[config.mk]
export PLATFORM = sky130hd
export DESIGN_NAME = key_debounce_press_classifier
export DESIGN_NICKNAME = d
export VERILOG_FILES = /design/src/rtl/core/kdpc_pkg.sv /design/src/rtl/core/key_debounce_press_classifier.sv /design/src/rtl/core/kdpc_core.sv
export SDC_FILE = /design/constraint.sdc
export NUM_CORES = 1
export LEC_CHECK = 0
export BUFFER_PORTS_ARGS = -buffer_cell sky130_fd_sc_hd__buf_4
export CAP_MARGIN = 20
export CORE_MARGIN = 4
export CORE_UTILIZATION = 29
export DETAILED_ROUTE_END_ITERATION = 8
export PLACE_DENSITY_LB_ADDON = 0.3
export SLEW_MARGIN = 5
export SYNTH_ARGS = -nofsm -noshare
export SYNTH_HDL_FRONTEND = slang
export SYNTH_SLANG_ARGS = --single-unit
[constraint.sdc]
create_clock -name clk -period 6.8 [get_ports clk]
set_clock_uncertainty 0.2 [all_clocks]
set_input_delay 0.68 -clock clk [delete_from_list [all_inputs] [get_ports clk]]
set_output_delay 0.68 -clock clk [all_outputs]
set_load 0.02 [all_outputs]
[src/rtl/core/kdpc_pkg.sv]
// Package for the key debounce and press classifier.
// Holds event codes, register indexes, field widths and reset values.
// No dependencies.
package kdpc_pkg;

	// Time stamp width default
	localparam int TIME_BITS_DEF = 32;

	// Field widths
	localparam int TIME_IN_W = 32;
	localparam int THR_W     = 16;
	localparam int CONF_W    = 4;
	localparam int RUN_W     = 4;
	localparam int EVENT_W   = 2;
	localparam int CFG_IDX_W = 1;
	localparam int CFG_DAT_W = 16;

	// Stream data widths, padded to whole bytes
	localparam int IN_DATA_W  = 40;
	localparam int OUT_DATA_W = 8;

	// Press event codes
	localparam logic [EVENT_W-1:0] EV_IDLE  = 2'd0;
	localparam logic [EVENT_W-1:0] EV_SHORT = 2'd1;
	localparam logic [EVENT_W-1:0] EV_LONG  = 2'd2;

	// Register indexes
	localparam logic [CFG_IDX_W-1:0] REG_LONG_THR = 1'd0;
	localparam logic [CFG_IDX_W-1:0] REG_CONFIRM  = 1'd1;

	// Register reset values
	localparam logic [THR_W-1:0]  THR_RESET     = 16'd1000;
	localparam logic [CONF_W-1:0] CONFIRM_RESET = 4'd3;

	// Saturation limit of the run counter
	localparam logic [RUN_W-1:0] RUN_MAX = 4'd15;

	// Configuration handed to the core
	typedef struct packed {
		logic [THR_W-1:0]  long_press_threshold;
		logic [CONF_W-1:0] confirm_samples;
	} kdpc_cfg_t;

	// One key sample
	typedef struct packed {
		logic                 clear_event;
		logic [TIME_IN_W-1:0] time_now;
		logic                 raw_level;
	} kdpc_sample_t;

	// One result
	typedef struct packed {
		logic [EVENT_W-1:0] press_event;
		logic               debounced_level;
	} kdpc_result_t;

endpackage

[src/rtl/core/key_debounce_press_classifier.sv]
// Key debounce with short/long press classification, stream in and out.
// The result of an accepted sample is captured in the output register on the edge that accepts it.
// Throughput: 1 sample per cycle while m_tready is high; the output register frees as it is taken.
// Reset (arst_n low, asynchronous): state cleared, threshold 1000, confirm 3.
// Instantiates kdpc_core; uses kdpc_pkg.
module key_debounce_press_classifier import kdpc_pkg::*; #(
	parameter int TIME_BITS = TIME_BITS_DEF
) (
	input  logic                  clk,
	input  logic                  arst_n,
	// sample stream
	input  logic                  s_tvalid,
	output logic                  s_tready,
	input  logic [IN_DATA_W-1:0]  s_tdata,  // raw_level, time_now[32:1], clear_event, pad
	// result stream
	output logic                  m_tvalid,
	input  logic                  m_tready,
	output logic [OUT_DATA_W-1:0] m_tdata,  // debounced_level, press_event[2:1], pad
	// configuration write port
	input  logic                  cfg_we,
	input  logic [CFG_IDX_W-1:0]  cfg_index,
	input  logic [CFG_DAT_W-1:0]  cfg_data
);

	kdpc_cfg_t    cfg_q;
	kdpc_sample_t sample;
	kdpc_result_t result;
	logic         step;
	logic         out_valid_q;
	kdpc_result_t out_q;

	// Configuration registers
	always_ff @(posedge clk or negedge arst_n) begin
		if (!arst_n) begin
			cfg_q.long_press_threshold <= THR_RESET;
			cfg_q.confirm_samples      <= CONFIRM_RESET;
		end else if (cfg_we) begin
			case (cfg_index)
				REG_LONG_THR: cfg_q.long_press_threshold <= cfg_data;
				REG_CONFIRM:  cfg_q.confirm_samples      <= cfg_data[CONF_W-1:0];
				default: ;
			endcase
		end
	end

	// Accept while the output register is empty or being drained
	assign s_tready = !out_valid_q || m_tready;
	assign step     = s_tvalid && s_tready;
	assign sample   = s_tdata[$bits(kdpc_sample_t)-1:0];

	kdpc_core #(
		.TIME_BITS(TIME_BITS)
	) u_core (
		.clk    (clk),
		.arst_n (arst_n),
		.step   (step),
		.sample (sample),
		.cfg    (cfg_q),
		.result (result)
	);

	// Output register
	always_ff @(posedge clk or negedge arst_n) begin
		if (!arst_n) begin
			out_valid_q <= 1'b0;
		end else if (s_tready) begin
			out_valid_q <= s_tvalid;
		end
	end

	always_ff @(posedge clk) begin
		if (step) begin
			out_q <= result;
		end
	end

	assign m_tvalid = out_valid_q;
	assign m_tdata  = {{(OUT_DATA_W - $bits(kdpc_result_t)){1'b0}}, out_q};

endmodule

[src/rtl/core/kdpc_core.sv]
// Debounce state and press classification, one key sample per cycle while step is high.
// Holds the run counter, levels, press stamp and event. Uses kdpc_pkg.
module kdpc_core import kdpc_pkg::*; #(
	parameter int TIME_BITS = TIME_BITS_DEF
) (
	input  logic         clk,
	input  logic         arst_n,
	input  logic         step,
	input  kdpc_sample_t sample,
	input  kdpc_cfg_t    cfg,
	output kdpc_result_t result
);

	logic                 prev_raw_q;
	logic [RUN_W-1:0]     run_q;
	logic                 conf_level_q;
	logic [TIME_BITS-1:0] stamp_q;
	logic [EVENT_W-1:0]   event_q;

	logic                 prev_raw_d;
	logic [RUN_W-1:0]     run_d;
	logic [RUN_W-1:0]     run_inc;
	logic                 conf_level_d;
	logic [TIME_BITS-1:0] stamp_d;
	logic [EVENT_W-1:0]   event_d;
	logic [TIME_BITS-1:0] now;
	logic [TIME_BITS-1:0] hold;
	logic                 is_long;
	logic                 confirm;

	// Input time taken modulo the stamp width
	assign now     = TIME_BITS'(sample.time_now);
	assign hold    = now - stamp_q;
	assign is_long = hold >= TIME_BITS'(cfg.long_press_threshold);

	// Saturating run count on a repeated sample
	assign run_inc = (run_q < cfg.confirm_samples && run_q != RUN_MAX) ?
		run_q + RUN_W'(1) : run_q;
	assign confirm = (run_inc >= cfg.confirm_samples) &&
		(sample.raw_level != conf_level_q);

	// Next state
	always_comb begin
		prev_raw_d   = prev_raw_q;
		run_d        = run_q;
		conf_level_d = conf_level_q;
		stamp_d      = stamp_q;
		event_d      = sample.clear_event ? EV_IDLE : event_q;
		if (sample.raw_level != prev_raw_q) begin
			prev_raw_d = sample.raw_level;
			run_d      = RUN_W'(1);
		end else begin
			run_d = run_inc;
			if (confirm) begin
				conf_level_d = sample.raw_level;
				if (sample.raw_level) begin
					stamp_d = now;
					event_d = EV_IDLE;
				end else if (!is_long) begin
					event_d = EV_SHORT;
				end
			end
			// Held press: a press confirmed on this sample has zero hold time
			if (sample.raw_level && (conf_level_q || confirm)) begin
				if (confirm ? (cfg.long_press_threshold == '0) : is_long) begin
					event_d = EV_LONG;
				end
			end
		end
	end

	// State registers
	always_ff @(posedge clk or negedge arst_n) begin
		if (!arst_n) begin
			prev_raw_q   <= 1'b0;
			run_q        <= '0;
			conf_level_q <= 1'b0;
			stamp_q      <= '0;
			event_q      <= EV_IDLE;
		end else if (step) begin
			prev_raw_q   <= prev_raw_d;
			run_q        <= run_d;
			conf_level_q <= conf_level_d;
			stamp_q      <= stamp_d;
			event_q      <= event_d;
		end
	end

	assign result.debounced_level = conf_level_d;
	assign result.press_event     = event_d;

endmodule

Word-level counts from Yosys, hierarchy flattened

Index checks and enable logic that the tools add are counted.

$add $sub $neg: 2
Order comparisons: 3
Bitwise logic cells: 2
Reductions and logical operators: 12
Equal/unequal tests: 3
Muxes and demuxes: 12

Operators by type and width:

| cell                                         | number |
|---|---|
| greater-or-equal comparator 32 x 16 -> 1 bit | 1 |
| subtractor 32 bit                            | 1 |
| logical NOT 16 bit                           | 1 |
| 2-to-1 mux 2 bit                             | 7 |
| 2-to-1 mux 4 bit                             | 2 |
| AND reduction 2 bit                          | 3 |
| adder 4 x 1 -> 4 bit (second input constant) | 1 |
| greater-or-equal comparator 4 bit            | 1 |
| logical AND 1 bit                            | 4 |
| less-than comparator 4 bit                   | 1 |
| != test 4 bit (second input constant)        | 1 |
| AND reduction 4 bit                          | 1 |
| 2-to-1 mux 1 bit                             | 3 |
| logical OR 1 bit                             | 2 |
| != test 1 bit                                | 2 |
| NOT 1 bit                                    | 2 |
| logical NOT 1 bit                            | 1 |

Input port bits: 62
Register bits: 64

Logic depth before layout (Yosys ltp)

Depth after elaboration: 9
Depth in mapped cells: 21
Mapped depth without buffers: 21

Modules after synthesis

From an unflattened synthesis, not the netlist that was laid out.

Cells, all modules: 601
Area, all modules: 5480.3 µm²

Modules (own cells, without submodules):

| module                        | instances | cells each | area each (µm²) |
|---|---|---|---|
| kdpc_core                     | 1         | 544        | 4483.0 |
| key_debounce_press_classifier | 1         | 57         | 997.2 |

Least setup slack after synthesis

No wires, ideal clock.

Path type: in2reg
Start point: input s_tdata[4]
End point: register u_core.event_q[0]
Required time: 6534 ps
Cell stages on the path: 19
Data arrival time: 4209 ps
Setup slack: 2325 ps
Cell sequence: ha_1 -> a21o_1 -> a21oi_2 -> nand2_2 -> a211oi_4 -> o21bai_1 -> a21oi_1 -> xnor2_1 -> ha_1 -> a21o_1 -> a21o_1 -> a221oi_1 -> o2111ai_1 -> nor4_1 -> nand4_1 -> nor4_1 -> nand2_1 -> o31ai_4 -> mux2_1

RTL lines:

| item                 | RTL line                            | RTL |
|---|---|---|
| start, declared      | key_debounce_press_classifier.sv:14 | `input logic [IN_DATA_W-1:0] s_tdata,` |
| end signal, assigned | kdpc_core.sv:85                     | `event_q <= event_d;` |
| end, declared        | kdpc_core.sv:18                     | `logic [EVENT_W-1:0] event_q;` |

==> summary.md <==
For the pin with the worst max-slew slack, the measured transition is 0.805 ns. For this run, the post-layout net count is 770. The tools report the iteration count of the initial detailed-routing pass as 5.

The number of global-route vias before repair came out at 4276. The die height came out at 140 um. Sequential cells account for 22.8% of the total power. TritonCTS built the clock tree. The floorplan has 48 rows. The count of placed standard cells including taps was 864.

The mean number of vias per cell works out to 4.83. The total via count after detailed routing is 4257, and the clock transition time at the flip-flop clock pins of the worst setup and hold paths is 0.06 ns. The logs give 0 for the count of nets left with antenna violations after detail routing and 201 for the violation count after the first detailed-routing iteration.

After synthesis, the largest family of logic cells by area is compound AO/OA/AOI/OAI gates. The core area was 17200 um2; the biggest fanout along the worst timing path was 6. The most used flip-flop cell after synthesis is dfrtp_1.

The maximum level of the CTS H-tree came out at 3. Static timing analysis puts the maximum clock frequency at 203 MHz. Sorting the synthesized cells by area gives the leading types as dfrtp_1 (26%), ha_1 (14%), nand2_1 (5.7%). Summing the areas of all compound-gate instances in the mapped netlist gives 21.6% of the synthesized area. Data on the critical path arrives at its endpoint at 4.81 ns. STA classifies the critical path startpoint as an input port. Global routing consumed, on the met2 layer, 20.1% of the routing resources.

The tools report the global-route congestion overflow total as 0. The longest clock path from root to sink contains 2 buffers. During placement, the flow inserted port buffers numbering 60.

The tools report the mapped cell area as 5080 um2. The run gives 9.52 mm as the half-perimeter wire length after detailed placement. The synthesized netlist devotes 17.1% of its cell area to simple gates. Sequential cells were found to cover 32.0% of the synthesized design area. The clock sink total is 64.

At the worst endpoint, the required time is 6.69 ns. The critical path is of the input port to flop type. The global routing usage on met1 was 17.5%. The run finished with clean final reports. For the cell-internal power, the log shows 1.44 mW. The count of state elements after synthesis works out to 64. The sort of element at the end of the critical path was a flop.

The critical path crosses 20 cells after its start point. The startpoint identified for the worst register-to-register timing path is u_core.stamp_q[1]. The tree is rooted in a clkbuf_16.

On the worst path, the slowest cell contributes a delay of 0.46 ns. 72 I/O pins were placed. Dividing the detail-routed wire length by the instance count gives 13.9 um. The worst hold slack came out at 0.225 ns. Counting the buffers created by CTS gives 9.

Traced cell by cell, the critical path runs through buf_4, ha_1, nor2b_1, o2111ai_1, nand2_2, a211oi_4, o21bai_1, a21oi_1, xnor2_1, ha_1, a21o_1, a21o_1, a221oi_1, o2111ai_1, nor4_1, nand4_1, nor4_1, nand4b_1, nor2_1, o21ai_1. The number of cells on the worst reg-to-reg path is 20. The tools report the initial antenna violation count as 0.

The clock network is responsible for 18.6% of the overall power. Setup repair after global routing left no endpoint under its margin. Net switching is 42.7% of the power. The initial utilization of the core area, before any placement, comes to 29.5%. The cell count after synthesis came out at 606. The floorplan step defined a die boundary enclosing 19700 um2. Share of flip-flops with an asynchronous set or reset after synthesis: 95.3%. Of the total synthesized cell area, the portion taken by full adders, half adders and majority gates is 14.2%. The logs give 58.6% for the combinational share of power and 881 for the number of standard cells in the layout, taps in and fillers out. Once layout is complete, the utilization of the core stands at 34.9%. Leaving out fill and tap cells, the most frequent cells in the layout are nand2_1 (77), buf_4 (61), inv_1 (59), o21ai_0 (56), ha_1 (56).

Total power density per cell area: 418 nW/um2. The global routing stage identified its most utilized layer as met2. The logs give 0 for the number of max-slew violations in the final report and 12.3 mm for the aggregate routed wire length. The worst-case IR drop observed on VDD is 0.000161 V. After clock tree synthesis, the repair step resized 0 gates. Summed over all instances, the cell type with the most area after synthesis is dfrtp_1. In the global route stage, met3 resource usage came out at 2.73%. The area growth from synthesis to layout is 18.2%, and the share of final-layout standard cells stronger than drive strength 1 is 16.8%. The Yosys step of the flow raised 0 warnings. The sum of buffers and inverters on the critical path works out to 1. The number of antenna repair diodes is 0, and the share of the clock period used by the worst path is 72.5%. Measured along the x axis, the die boundary spans 140 um. The clock reaches the later pin of the worst-skew pair after 0.34 ns.

The count of hold-fix buffers inserted at cts is 0. Summed over all failing endpoints, the final setup total negative slack is 0 ns. The worst hold path belongs to the class input port to asynchronous set/reset pin.

The total count of hold-check failures in the final report was 0. The multiplexer fraction of the synthesized cell area works out to 2.83%. The slowest stage of the critical path belongs to the cell nor4_1. The number of DRC violations after detailed routing is 0, and the net switching power of the design is 1.07 mW.

The congestion estimate from routability-driven global placement came to 0.851. The number of distinct library cells after synthesis was 66. The tools report the endpoint of the most critical register-to-register path as m_tdata[2]. The clock period minus final worst setup slack works out to 4.93 ns.

The number of post-CTS setup repair buffers is 0. Leaving out fill and tap cells, the most frequent cell in the layout is nand2_1. Across the run, the number of max-cap violations was 0.

The analysis attributes to cell leakage a power of 2.79 nW. Yosys mapped a number of flops with a built-in enable equal to 3. For this run, the total global-route usage over all layers was measured as 12.9%. The post-synthesis area per instance is 8.39 um2.

The pin count of the biggest net entering global routing was 63; the setup slack of the most critical reg-to-reg path was 1.92 ns. In this design, the largest share of critical-path delay is due to compound AO/OA/AOI/OAI gates. The synthesized design devotes to its leading area cell type 26.1% of total area.

Of the total synthesized cell area, the portion taken by XOR and XNOR cells is 4.83%. The logs give 20.7 mm for the first-pass GRT wire length and 46.3% for the headroom to the max-slew limit. Setup violations remaining at the end of the flow were counted as 0.
cells by family (layout without fill, tap and decap cells):
group | Yosys count | count (layout)
other | 1 | 5
flip-flops | 64 | 64
multiplexers | 13 | 13
AND/OR/NAND/NOR | 182 | 182
XOR/XNOR | 28 | 28
buffers and inverters | 91 | 137
AO/OA/AOI/OAI | 170 | 170
adder cells (fa/ha/maj) | 57 | 57
worst max path at each step:
stage	startpoint	end	slack (ns)
after floorplan	s_tdata[4]	u_core.event_q[0]	2.33
after global placement	s_tdata[2]	u_core.event_q[0]	1.61
after detailed placement	s_tdata[2]	m_tdata[2]	1.54
after CTS	s_tdata[2]	m_tdata[2]	1.90
after global routing	s_tdata[2]	m_tdata[2]	1.48
final	s_tdata[2]	m_tdata[2]	1.87
synthesized netlist by cell type (all sizes together) (14+ instances only):
library cell and n:
a21o 18, nand3 14, inv 59, ha 56, o21ai 63, nand4 15, nor2 27, xnor2 20
a21oi 38, nand2 78, dfrtp 53, clkbuf 19
through the flow:
stage / area [um2] / setup WS [ns] / power [mW]
after floorplan: 5100 / 2.33 / 1.73
after global placement: 5690 / 1.61 / 2.03
after detailed placement: 5690 / 1.54 / 2.05
after CTS: 5990 / 1.90 / 2.53
after global routing: 6010 / 1.48 / 2.76
final: 6010 / 1.87 / 2.51
state kept, by name, indices dropped and copies added, names as in the netlist:
name / cells
cfg_q: 20
m_tdata: 3
m_tvalid: 1
u_core.conf_level_q: 1
u_core.event_q: 2
u_core.prev_raw_q: 1
u_core.run_q: 4
u_core.stamp_q: 32
layer usage:
metal	wire length, um	vias to the layer above
li1	-	2216
met1	6180	1954
met2	5380	73
met3	463	14
met4	230	0
met5	0	-
power groups by stage:
stage	registers [mW]	logic (mW)	clock network [mW]
global placement	0.574	1.45	0
CTS	0.571	1.48	0.482
global route	0.586	1.67	0.502
finish	0.571	1.47	0.467
detailed placement	0.577	1.47	0
floorplan	0.563	1.17	0
final cells by class:
class | count | area (um2)
tap | 225 | 282
fill | 1773 | 11200
clock buffer | 12 | 278
timing repair buffer | 62 | 473
inverter | 59 | 221
sequential | 64 | 1630
multi-input combinational | 455 | 3100
clock inverter | 4 | 25.0
worst register-to-register path: cells and delay by family (launching register included):
family,cells,cell delay (ns)
AO/OA/AOI/OAI,9,1.90
XOR/XNOR,1,0.18
adder cells (fa/ha/maj),2,0.54
buffers and inverters,1,0.06
flip-flops,1,0.37
AND/OR/NAND/NOR,7,1.40
(Power assumes the default switching activity.)
